===== src/rtl/core/assert_macros.svh =====
// assertion macros used by the rtl of the box placement block
// no dependencies; include by bare file name
`ifndef ASSERT_MACROS_SVH
`define ASSERT_MACROS_SVH

// plain property sampled on the rising clock, off while reset is low
`define BPOC_ASSERT(lbl, clk, rst_n, prop) \
    lbl: assert property (@(posedge clk) disable iff (!rst_n) (prop)) \
        else $error("bpoc assertion failed");

// antecedent and consequent in the same cycle
`define BPOC_ASSERT_IMP(lbl, clk, rst_n, ante, cons) \
    lbl: assert property (@(posedge clk) disable iff (!rst_n) (ante) |-> (cons)) \
        else $error("bpoc assertion failed");

`endif


===== src/rtl/core/bpoc_pkg.sv =====
// shared constants and register codes for the box placement overlap check
// no dependencies
package bpoc_pkg;

    localparam int MAX_BOXES = 64;
    localparam int IDX_W     = (MAX_BOXES > 1) ? $clog2(MAX_BOXES) : 1;
    localparam int CNT_W     = $clog2(MAX_BOXES + 1);

    localparam int COORD_W   = 10;
    localparam int HALF_W    = 6;
    localparam int STORED_W  = 7;
    localparam int CFG_IDX_W = 3;
    localparam int CFG_DATA_W = 10;

    // signed width that holds a coordinate plus or minus the half size
    localparam int EDGE_W    = COORD_W + 2;

    typedef enum logic [CFG_IDX_W-1:0] {
        REG_HALF_SIZE       = 3'd0,
        REG_OBSTACLE_LEFT   = 3'd1,
        REG_OBSTACLE_RIGHT  = 3'd2,
        REG_OBSTACLE_TOP    = 3'd3,
        REG_OBSTACLE_BOTTOM = 3'd4
    } cfg_reg_t;

    localparam logic [HALF_W-1:0]  HALF_SIZE_RST       = 6'd10;
    localparam logic [COORD_W-1:0] OBSTACLE_LEFT_RST   = 10'd300;
    localparam logic [COORD_W-1:0] OBSTACLE_RIGHT_RST  = 10'd340;
    localparam logic [COORD_W-1:0] OBSTACLE_TOP_RST    = 10'd230;
    localparam logic [COORD_W-1:0] OBSTACLE_BOTTOM_RST = 10'd250;

endpackage


===== src/rtl/core/box_placement_overlap_check.sv =====
// box placement overlap check: obstacle test, scan of stored centers, append
// depends on bpoc_pkg and assert_macros.svh
// flow: accept in idle, scan of the stored centers, result registered in finish
// new requests stall until the block is back in idle; a stalled
// result holds the next request in finish, and an overlap cuts the scan short
// reset: count cleared, config to defaults; center memory is only read below the count
`include "assert_macros.svh"

module box_placement_overlap_check (
    input  logic                              clk,
    input  logic                              rst_n,
    // configuration write port
    input  logic                              cfg_we,
    input  logic [bpoc_pkg::CFG_IDX_W-1:0]    cfg_index,
    input  logic [bpoc_pkg::CFG_DATA_W-1:0]   cfg_data,
    // request channel
    input  logic                              in_valid,
    output logic                              in_stall,
    input  logic [bpoc_pkg::COORD_W-1:0]      cursor_x,
    input  logic [bpoc_pkg::COORD_W-1:0]      cursor_y,
    input  logic                              place_request,
    // result channel
    output logic                              out_valid,
    input  logic                              out_stall,
    output logic                              can_place,
    output logic                              placed,
    output logic                              table_full,
    output logic [bpoc_pkg::STORED_W-1:0]     stored_count
);
    import bpoc_pkg::*;

    typedef enum logic [1:0] {
        ST_IDLE,
        ST_SCAN,
        ST_FINISH
    } state_t;

    // configuration registers
    logic [HALF_W-1:0]  half_size_reg;
    logic [COORD_W-1:0] obs_left_reg;
    logic [COORD_W-1:0] obs_right_reg;
    logic [COORD_W-1:0] obs_top_reg;
    logic [COORD_W-1:0] obs_bottom_reg;

    // control state
    state_t             state_reg, state_next;
    logic [CNT_W-1:0]   count_reg, count_next;
    logic [CNT_W-1:0]   rd_idx_reg, rd_idx_next;
    logic               rd_valid_reg, rd_valid_next;
    logic               free_reg, free_next;

    // latched request
    logic [COORD_W-1:0] cx_reg, cx_next;
    logic [COORD_W-1:0] cy_reg, cy_next;
    logic               req_reg, req_next;

    // result register
    logic               out_valid_reg, out_valid_next;
    logic               can_place_reg, can_place_next;
    logic               placed_reg, placed_next;
    logic               full_reg, full_next;
    logic [CNT_W-1:0]   out_count_reg, out_count_next;

    // center memory, x in the upper half of each word
    logic [2*COORD_W-1:0] centre_mem [MAX_BOXES];
    logic [2*COORD_W-1:0] rd_data_reg;
    logic                 mem_rd;
    logic [IDX_W-1:0]     mem_rd_addr;
    logic                 mem_wr;
    logic [IDX_W-1:0]     mem_wr_addr;

    logic               in_accept;
    logic               out_load;
    logic               obs_free;
    logic               stored_hit;
    logic               room;
    logic               do_place;

    // edges of the candidate box, signed so that cursor - half may go negative
    logic signed [EDGE_W-1:0] cand_l, cand_r, cand_t, cand_b;
    logic signed [EDGE_W-1:0] half_s;

    // stored box vs candidate: overlap when both center distances are at most 2*half
    logic signed [COORD_W:0]  dx, dy;
    logic [COORD_W-1:0]       adx, ady;
    logic [HALF_W:0]          span;

    assign in_stall  = (state_reg != ST_IDLE);
    assign in_accept = in_valid && !in_stall;
    assign out_load  = (state_reg == ST_FINISH) && (!out_valid_reg || !out_stall);

    // obstacle test runs on the live input, captured at accept
    always_comb
    begin
        half_s  = $signed({{(EDGE_W-HALF_W){1'b0}}, half_size_reg});
        cand_l  = $signed({2'b00, cursor_x}) - half_s;
        cand_r  = $signed({2'b00, cursor_x}) + half_s;
        cand_t  = $signed({2'b00, cursor_y}) - half_s;
        cand_b  = $signed({2'b00, cursor_y}) + half_s;
        obs_free = (cand_l > $signed({2'b00, obs_right_reg}))
                || (cand_r < $signed({2'b00, obs_left_reg}))
                || (cand_t > $signed({2'b00, obs_bottom_reg}))
                || (cand_b < $signed({2'b00, obs_top_reg}));
    end

    always_comb
    begin
        dx   = $signed({1'b0, cx_reg}) - $signed({1'b0, rd_data_reg[2*COORD_W-1:COORD_W]});
        dy   = $signed({1'b0, cy_reg}) - $signed({1'b0, rd_data_reg[COORD_W-1:0]});
        adx  = dx[COORD_W] ? COORD_W'(-dx) : dx[COORD_W-1:0];
        ady  = dy[COORD_W] ? COORD_W'(-dy) : dy[COORD_W-1:0];
        span = {half_size_reg, 1'b0};
        stored_hit = (adx <= COORD_W'(span)) && (ady <= COORD_W'(span));
    end

    assign room     = (count_reg < CNT_W'(MAX_BOXES));
    assign do_place = free_reg && req_reg && room;

    // read one stored center per cycle while the box is still free
    assign mem_rd      = (state_reg == ST_SCAN) && free_reg && (rd_idx_reg < count_reg);
    assign mem_rd_addr = rd_idx_reg[IDX_W-1:0];
    assign mem_wr      = out_load && do_place;
    assign mem_wr_addr = count_reg[IDX_W-1:0];

    always_comb
    begin
        state_next     = state_reg;
        count_next     = count_reg;
        rd_idx_next    = rd_idx_reg;
        rd_valid_next  = 1'b0;
        free_next      = free_reg;
        cx_next        = cx_reg;
        cy_next        = cy_reg;
        req_next       = req_reg;
        out_valid_next = out_valid_reg && out_stall;
        can_place_next = can_place_reg;
        placed_next    = placed_reg;
        full_next      = full_reg;
        out_count_next = out_count_reg;

        case (state_reg)
            ST_IDLE:
            begin
                if (in_accept)
                begin
                    cx_next     = cursor_x;
                    cy_next     = cursor_y;
                    req_next    = place_request;
                    free_next   = obs_free;
                    rd_idx_next = '0;
                    state_next  = ST_SCAN;
                end
            end
            ST_SCAN:
            begin
                rd_valid_next = mem_rd;
                if (mem_rd)
                    rd_idx_next = rd_idx_reg + 1'b1;
                if (rd_valid_reg && stored_hit)
                    free_next = 1'b0;
                // pipe drained and nothing left to read
                if (!mem_rd && !rd_valid_reg)
                    state_next = ST_FINISH;
            end
            ST_FINISH:
            begin
                if (out_load)
                begin
                    out_valid_next = 1'b1;
                    can_place_next = free_reg;
                    placed_next    = do_place;
                    full_next      = free_reg && req_reg && !room;
                    count_next     = do_place ? count_reg + 1'b1 : count_reg;
                    out_count_next = do_place ? count_reg + 1'b1 : count_reg;
                    state_next     = ST_IDLE;
                end
            end
            default:
            begin
                state_next = ST_IDLE;
            end
        endcase
    end

    always_ff @(posedge clk or negedge rst_n)
    begin
        if (!rst_n)
        begin
            state_reg     <= ST_IDLE;
            count_reg     <= '0;
            rd_idx_reg    <= '0;
            rd_valid_reg  <= 1'b0;
            out_valid_reg <= 1'b0;
        end
        else
        begin
            state_reg     <= state_next;
            count_reg     <= count_next;
            rd_idx_reg    <= rd_idx_next;
            rd_valid_reg  <= rd_valid_next;
            out_valid_reg <= out_valid_next;
        end
    end

    // payload registers, no reset needed
    always_ff @(posedge clk)
    begin
        free_reg      <= free_next;
        cx_reg        <= cx_next;
        cy_reg        <= cy_next;
        req_reg       <= req_next;
        can_place_reg <= can_place_next;
        placed_reg    <= placed_next;
        full_reg      <= full_next;
        out_count_reg <= out_count_next;
    end

    // center memory: one write port, one registered read port
    always_ff @(posedge clk)
    begin
        if (mem_wr)
            centre_mem[mem_wr_addr] <= {cx_reg, cy_reg};
        if (mem_rd)
            rd_data_reg <= centre_mem[mem_rd_addr];
    end

    // configuration writes, unknown indexes ignored
    always_ff @(posedge clk or negedge rst_n)
    begin
        if (!rst_n)
        begin
            half_size_reg  <= HALF_SIZE_RST;
            obs_left_reg   <= OBSTACLE_LEFT_RST;
            obs_right_reg  <= OBSTACLE_RIGHT_RST;
            obs_top_reg    <= OBSTACLE_TOP_RST;
            obs_bottom_reg <= OBSTACLE_BOTTOM_RST;
        end
        else if (cfg_we)
        begin
            case (cfg_index)
                REG_HALF_SIZE:       half_size_reg  <= cfg_data[HALF_W-1:0];
                REG_OBSTACLE_LEFT:   obs_left_reg   <= cfg_data[COORD_W-1:0];
                REG_OBSTACLE_RIGHT:  obs_right_reg  <= cfg_data[COORD_W-1:0];
                REG_OBSTACLE_TOP:    obs_top_reg    <= cfg_data[COORD_W-1:0];
                REG_OBSTACLE_BOTTOM: obs_bottom_reg <= cfg_data[COORD_W-1:0];
                default:             ;
            endcase
        end
    end

    assign out_valid    = out_valid_reg;
    assign can_place    = can_place_reg;
    assign placed       = placed_reg;
    assign table_full   = full_reg;
    assign stored_count = STORED_W'(out_count_reg);

    // table never grows past its depth
    `BPOC_ASSERT(a_count_bound, clk, rst_n, count_reg <= CNT_W'(MAX_BOXES))
    // read data only returns during a scan
    `BPOC_ASSERT_IMP(a_rd_in_scan, clk, rst_n, rd_valid_reg, state_reg == ST_SCAN)
    // a placed box was free and not refused as full
    `BPOC_ASSERT_IMP(a_placed, clk, rst_n, out_valid_reg && placed_reg, can_place_reg && !full_reg)
    // count only moves when a box is written
    `BPOC_ASSERT_IMP(a_count_step, clk, rst_n, $changed(count_reg), $past(mem_wr))

endmodule

===== config.mk =====
export PLATFORM = sky130hd
export DESIGN_NAME = box_placement_overlap_check
export DESIGN_NICKNAME = d
export VERILOG_FILES = /design/src/rtl/core/bpoc_pkg.sv /design/src/rtl/core/box_placement_overlap_check.sv
export VERILOG_INCLUDE_DIRS = /design/src /design/src/rtl/core
export SDC_FILE = /design/constraint.sdc
export NUM_CORES = 1
export LEC_CHECK = 0
export BUFFER_PORTS_ARGS = -buffer_cell sky130_fd_sc_hd__buf_4
export CORE_ASPECT_RATIO = 1.2
export CORE_UTILIZATION = 57
export DETAILED_ROUTE_END_ITERATION = 10
export HOLD_SLACK_MARGIN = 0.02
export PLACE_DENSITY_LB_ADDON = 0.2
export SETUP_SLACK_MARGIN = 0.2
export SYNTH_ARGS = -nofsm -noshare
export SYNTH_HDL_FRONTEND = slang
export SYNTH_SLANG_ARGS = --single-unit

===== constraint.sdc =====
create_clock -name clk -period 4.85 [get_ports clk]
set_input_delay 0.7275 -clock clk [delete_from_list [all_inputs] [get_ports clk]]
set_output_delay 0.7275 -clock clk [all_outputs]
set_load 0.03 [all_outputs]

==> results.toml, run 1 <==
[timing]
final.setup.tns_ns = 0
period_share = 0.8944
fin_crit_ns = 4.338
fin_skew_ns = 0.02432
rsz0062_at_grt = "no"
tightest_slew_ns = 1.121
fin_ws_ns = 0.5120
holdWs_ns = 0.1085
hold_violations = 0
drv_slew = 0
setup_viol = 0
slew_headroom = 0.2528
fmaxAchievable_mhz = 230.5

[clocking]
cts_setup_buffers = 0
cts_buffer_depth = 3
cts_sinks = 1396
tritoncts = "yes"
cts.clk_slew.worst_paths_ns = 0.07
clockRootBuffer = "clkbuf_16"
h-tree-depth = 4
insertion_delay_ns = 0.74
cts_buffers = 135

[grt]
grt_pass1_vias = 29420
grt_use_total = 0.2726
grt_first_pass_wirelength_um = 197900
antenna_found_initial = 7
grt_max_degree = 114
grt_overflow_total = 0

[synth]
synthFlopType = "edfxtp_1"
syn_area_per_cell_um2 = 19.04
synth_edf_count = 1332
syn_nets = 3142
synth_cell_type_count = 57
postSynthCellCount = 2993
synth_seq_cells = 1396
yosysWarnings = 0
syn_area_um2 = 56970
synthArstFlopShare = 0.04585
ys_seq_area_frac = 0.7306

[pwr]
p_leak_nw = 20.62
powerDensity_nw_per_um2 = 499.8
vdd_ir_drop_max_mv = 0.3225
power_mw = 31.93

[worst_setup_path]
path_depth = 22
cp.arrival_ns = 4.77
crit_path_max_fanout = 9
worst-path-buf-inv = 2
startpoint_type = "flop"
crit_type = "flop to flop"
rr_worst_depth = 22
critPathCaptureType = "flop"
slowest_stage = "fa_1"
required_ns = 5.28
worstPathCellList = "inv_1 > ha_1 > inv_1 > fa_1 > a211oi_2 > o21ai_1 > a31oi_1 > nor2b_1 > o21ai_1 > nand2b_2 > nand2b_1 > xnor2_1 > ha_1 > a21oi_1 > nor2b_1 > o21ai_0 > a21boi_1 > o22ai_1 > and4b_1 > and3_1 > o21ai_1 > o31ai_2"
cpMostUsedCell = "o21ai_1"
critical-path-max-stage-delay_ns = 0.45
cp_top_family = "compound AO/OA/AOI/OAI gates"

[final_layout]
nets = 3289
area_growth_pct = 12.15
final_cell_area_um2 = 63900
mostFrequentLayoutCell = "edfxtp_1"
layout-drive-gt1-share = 0.2275
largest_reg_flops = 1280
n_fill_cell = 6432
final_cell_mix = "edfxtp_1 (1332), mux4_2 (284), mux2i_1 (188)"

[placement]
port_buffers = 50
place_worst_setup_slack_ns = 0.3787
placed_area_um2 = 59490
dp_hpwl_um = 79110
place.gp.congestion = 0.9171

[route]
drc = 0
avgViaCountPerCell = 6.477
avgRoutedWirePerCell_um = 29.97
drtPass1Iterations = 7
ant_nets = 0
routed_wl_um = 135500
via_count = 29283
drtIter0Drc = 3120

[floorplan]
rows = 126
start_util = 0.5773
die_h_um = 348.3
ioPinCount = 51
core_um2 = 98690
die-width_um = 290.6
dieArea_um2 = 101200

[run]
maxCapViolCount = 0

[worst_hold_path]
worstHoldPathType = "input pin to asynchronous set/reset pin"

[run_status]
status = "finished, final reports clean"
-- report_power, final --
part,internal [mW],switching [mW],total [mW]
registers,13.9,0.288,14.2
clock network,6.08,4.42,10.5
logic,3.09,4.12,7.22
-- per-stage QoR --
step,utilization,cells
after floorplan,-,2993
after global placement,0.6028,4283
after detailed placement,0.6028,4283
after CTS,0.6472,4520
after global routing,0.6474,4520
final,0.6474,4521
-- cell type report --
| cell class | instances | area, um2 | area share |
|---|---|---|---|
| clock buffers | 165 | 3597 | 0.05630 |
| repair buffers | 150 | 1301 | 0.02037 |
| flip-flops and latches | 1396 | 41640 | 0.6517 |
| well taps | 1280 | 1602 | 0.02506 |
| clock inverters | 72 | 787.0 | 0.01232 |
| diodes | 1 | 2.502 | 0.00003916 |
| multi-input cells | 1363 | 14610 | 0.2287 |
| inverters | 94 | 355.3 | 0.005561 |
-- synthesized netlist by cell type (5+ instances only) --
| master | number | area, um2 |
|---|---|---|
| clkbuf_1 | 79 | 296.5 |
| buf_6 | 8 | 90.09 |
| o21ai_0 | 62 | 310.3 |
| a31oi_1 | 14 | 87.58 |
| buf_1 | 11 | 41.29 |
| buf_4 | 10 | 75.07 |
| edfxtp_1 | 1332 | 40000 |
| nor2_1 | 110 | 412.9 |
| o21ai_1 | 12 | 60.06 |
| xor2_1 | 20 | 175.2 |
| buf_2 | 32 | 160.2 |
| mux2_2 | 15 | 168.9 |
| nand3_1 | 23 | 115.1 |
| and3_1 | 5 | 31.28 |
| nand2_1 | 118 | 442.9 |
| dfrtp_1 | 43 | 1076 |
| nor3_1 | 19 | 95.09 |
| nor2b_1 | 15 | 93.84 |
| dfstp_2 | 21 | 551.8 |
| o221ai_1 | 80 | 700.7 |
| xnor2_1 | 46 | 402.9 |
| mux4_2 | 284 | 6396 |
| mux2i_1 | 188 | 1882 |
| o22ai_1 | 50 | 312.8 |
| a21oi_1 | 85 | 425.4 |
| fa_1 | 6 | 120.1 |
| nor3b_1 | 6 | 45.04 |
| o21bai_1 | 11 | 82.58 |
| inv_1 | 91 | 341.6 |
| nand4_1 | 16 | 100.1 |
| o21a_1 | 10 | 75.07 |
| a21o_1 | 14 | 105.1 |
| nand2b_1 | 15 | 93.84 |
| ha_1 | 104 | 1301 |
-- timing repair --
item,4_1_cts,5_1_grt
hold buffers,0,0
hold endpoints to repair,0,0
resized for setup,0,4
endpoints found under the setup margin,0,1
-- kinds of logic after synthesis --
family / Yosys count / share of synthesized area
buf+inv: 234 / 0.01783
compound gates: 364 / 0.04182
mux: 489 / 0.1487
flops: 1396 / 0.7306
simple gates: 334 / 0.02596
fa+ha+maj: 110 / 0.02495
xor+xnor: 66 / 0.01015
-- routing by layer --
metal,part of all wire,GRT usage
met3,0.074,0.04260
met4,0.032,0.09524
met1,0.39,0.3750
met2,0.50,0.4482
met5,0.000096,0
-- worst paths after layout --
path | to | slack, ns | start
worst max register to register | free_reg$_SDFFCE_PP0P_ | 0.51 | cx_reg[0]$_DFFE_PP_
worst max-delay path | free_reg$_SDFFCE_PP0P_ | 0.51 | cx_reg[0]$_DFFE_PP_
min in group clk | cy_reg[0]$_DFFE_PP_ | 0.18 | cursor_y[0]
max in group asynchronous | rd_idx_reg[0]$_DFFE_PN0P_ | 4.05 | rst_n
worst min-delay path | obs_left_reg[4]$_DFFE_PN0P_ | 0.11 | rst_n
worst min register to register | state_reg[1]$_DFFE_PN0P_ | 0.50 | rd_valid_reg$_DFF_PN0_
Note: power is estimated with default switching activity, not from simulation.
==> inputs of run 2 (changes only) <==
--- a/config.mk
+++ b/config.mk
@@ -8,8 +8,9 @@
 export LEC_CHECK = 0
 export BUFFER_PORTS_ARGS = -buffer_cell sky130_fd_sc_hd__buf_4
 export CORE_ASPECT_RATIO = 1.2
-export CORE_UTILIZATION = 57
+export CORE_UTILIZATION = 65
 export DETAILED_ROUTE_END_ITERATION = 10
+export GPL_TIMING_DRIVEN = 0
 export HOLD_SLACK_MARGIN = 0.02
 export PLACE_DENSITY_LB_ADDON = 0.2
 export SETUP_SLACK_MARGIN = 0.2
==> constraint.sdc (replaced) <==
create_clock -name clk -period 5.4 [get_ports clk]
set_input_delay 0.81 -clock clk [delete_from_list [all_inputs] [get_ports clk]]
set_output_delay 0.81 -clock clk [all_outputs]
set_load 0.03 [all_outputs]
==> results.toml, run 2 (synthesis gave the netlist of run 1 again) <==
[run_status]
status = "finished, final reports clean"

[route]
routed_wl_um = 151900
drc = 0
drtPass1Iterations = 6
avgRoutedWirePerCell_um = 33.44
drtIter0Drc = 3592
avgViaCountPerCell = 6.852
ant_nets = 0
via_count = 31115

[pwr]
seq_power_share = 0.433
p_int_mw = 20.77
powerDensity_nw_per_um2 = 448.1
vdd_ir_drop_max_mv = 0.3573
combPwrFrac = 0.252
net-switching-power_mw = 8.635
p_leak_nw = 21.43
power.share.clock = 0.315
switching_share = 0.2937

[timing]
fin_skew_ns = 0.02477
rsz0062_at_grt = "no"
tightest_slew_ns = 1.386
drv_slew = 0
fin_crit_ns = 4.761
final.setup.tns_ns = 0
fmaxAchievable_mhz = 210.0
slew_headroom = 0.07605
setup_viol = 0
hold_violations = 0
period_share = 0.8817

[floorplan]
dieArea_um2 = 88840
ioPinCount = 51
rows = 118
die_h_um = 326.3
die-width_um = 272.3
start_util = 0.6585
core_um2 = 86520

[clocking]
cts_sinks = 1396
cts_buffers = 135
tritoncts = "yes"
insertion_delay_ns = 0.76
cts_buffer_depth = 3
cts.clk_slew.worst_paths_ns = 0.06
h-tree-depth = 4
cts_resized = 0
clockRootBuffer = "clkbuf_16"

[worst_setup_path]
worstPathCellList = "fa_1 > a211oi_1 > o21ai_1 > a31oi_1 > nor2b_1 > o21ai_1 > nand2b_1 > clkbuf_1 > nand2b_1 > xnor2_1 > ha_1 > a21oi_1 > nor2b_1 > o21ai_0 > a21boi_1 > o22ai_1 > and4b_1 > and3_1 > o21ai_1 > o31ai_1"
crit_type = "flop to flop"
rrSetupSlack_ns = 0.64
slowest_stage = "edfxtp_1"
worst-path-buf-inv = 1
cp_top_family = "compound AO/OA/AOI/OAI gates"
cpMostUsedCell = "o21ai_1"
cp.arrival_ns = 5.20
critical-path-max-stage-delay_ns = 0.71
startpoint_type = "flop"
crit_path_max_fanout = 11
critPathCaptureType = "flop"
required_ns = 5.84

[grt]
grt_use_total = 0.3506
grt_pass1_vias = 31773
use_met2 = 0.5622
top_usage_layer = "met2"
grt_first_pass_wirelength_um = 217100
grt_overflow_total = 0
antenna_found_initial = 11
met3_usage = 0.06932
grt_use_met1 = 0.4459
grt_max_degree = 65

[final_layout]
ff_latch_area_um2 = 41630
final_cell_area_um2 = 65630
largest_reg_flops = 1280
mostFrequentLayoutCell = "edfxtp_1"
n_fill_cell = 4699
multi_input_comb_area_um2 = 14500
nets = 3441
layout-drive-gt1-share = 0.2298
area_growth_pct = 15.19
final_cell_mix = "edfxtp_1 (1332), mux4_2 (284), mux2i_1 (188)"

[placement]
place.gp.congestion = 0.9564
dp_hpwl_um = 104400
placed_area_um2 = 61280
port_buffers = 48

[worst_hold_path]
worstHoldPathType = "input pin to asynchronous set/reset pin"

[run]
maxCapViolCount = 0
## run 2: final cells by class
type	count	share of cell area
Tap cell	1140	0.02174
Inverter	94	0.005377
Clock inverter	72	0.01125
Antenna cell	3	0.0001144
Clock buffer	171	0.05401
Timing Repair Buffer	162	0.04223
Sequential cell	1396	0.6343
Buffer	140	0.01010
Multi-Input combinational cell	1363	0.2209
## run 2: timing repair
item,CTS,global route
setup endpoints to repair,0,1
setup buffers,0,8
endpoints found under the hold margin,0,0
hold buffers,0,0
## run 2: power groups by stage
stage	Sequential (mW)	Combinational (mW)	Clock (mW)
3_5_place_dp	13.0	7.23	0
3_3_place_gp	13.4	6.22	0
4_1_cts	12.8	7.31	9.30
6_report	12.7	7.40	9.28
2_1_floorplan	13.1	4.39	0
5_1_grt	12.7	7.78	9.68
## run 2: metal layers
metal / vias to the layer above / wire [um]
li1: 12765 / -
met5: - / 92
met3: 434 / 14190
met1: 15987 / 53470
met4: 14 / 10530
met2: 1915 / 73590
## run 2: path summary, 6_finish.rpt
| path | from | end | depth (start not counted) |
|---|---|---|---|
| setup reg to reg | cx_reg[1]$_DFFE_PP_ | free_reg$_SDFFCE_PP0P_ | 20 |
| hold / removal | rst_n | obs_left_reg[6]$_DFFE_PN0P_ | 1 |
| max in group asynchronous | rst_n | rd_idx_reg[6]$_DFFE_PN0P_ | 1 |
| min in group clk | cursor_y[7] | cy_reg[7]$_DFFE_PP_ | 1 |
| hold reg to reg | rd_valid_reg$_DFF_PN0_ | state_reg[1]$_DFFE_PN0P_ | 1 |
| setup / recovery | cx_reg[1]$_DFFE_PP_ | free_reg$_SDFFCE_PP0P_ | 20 |
## run 2: stage by stage
stage / hold slack [ns] / instances / utilization / worst slack, ns / power [mW]
floorplan: 0.4417 / 2993 / - / 0.8221 / 17.48
global placement: 0.4708 / 4181 / 0.6792 / -0.4818 / 19.66
detailed placement: 0.4971 / 4287 / 0.7082 / 0.4058 / 20.21
CTS: 0.1642 / 4530 / 0.7577 / 0.4093 / 29.36
global route: 0.2213 / 4539 / 0.7585 / 0.2361 / 30.21
finish: 0.1546 / 4541 / 0.7585 / 0.6388 / 29.41
## run 2: worst register-to-register path, cell delays in order, from the launching register on
cell      delay, ns
edfxtp_1       0.71
fa_1           0.63
a211oi_1       0.36
o21ai_1        0.13
a31oi_1        0.26
nor2b_1        0.08
o21ai_1        0.12
nand2b_1       0.06
clkbuf_1       0.19
nand2b_1       0.20
xnor2_1        0.12
ha_1           0.30
a21oi_1        0.16
nor2b_1        0.06
o21ai_0        0.16
a21boi_1       0.08
o22ai_1        0.17
and4b_1        0.23
and3_1         0.15
o21ai_1        0.06
o31ai_1        0.22
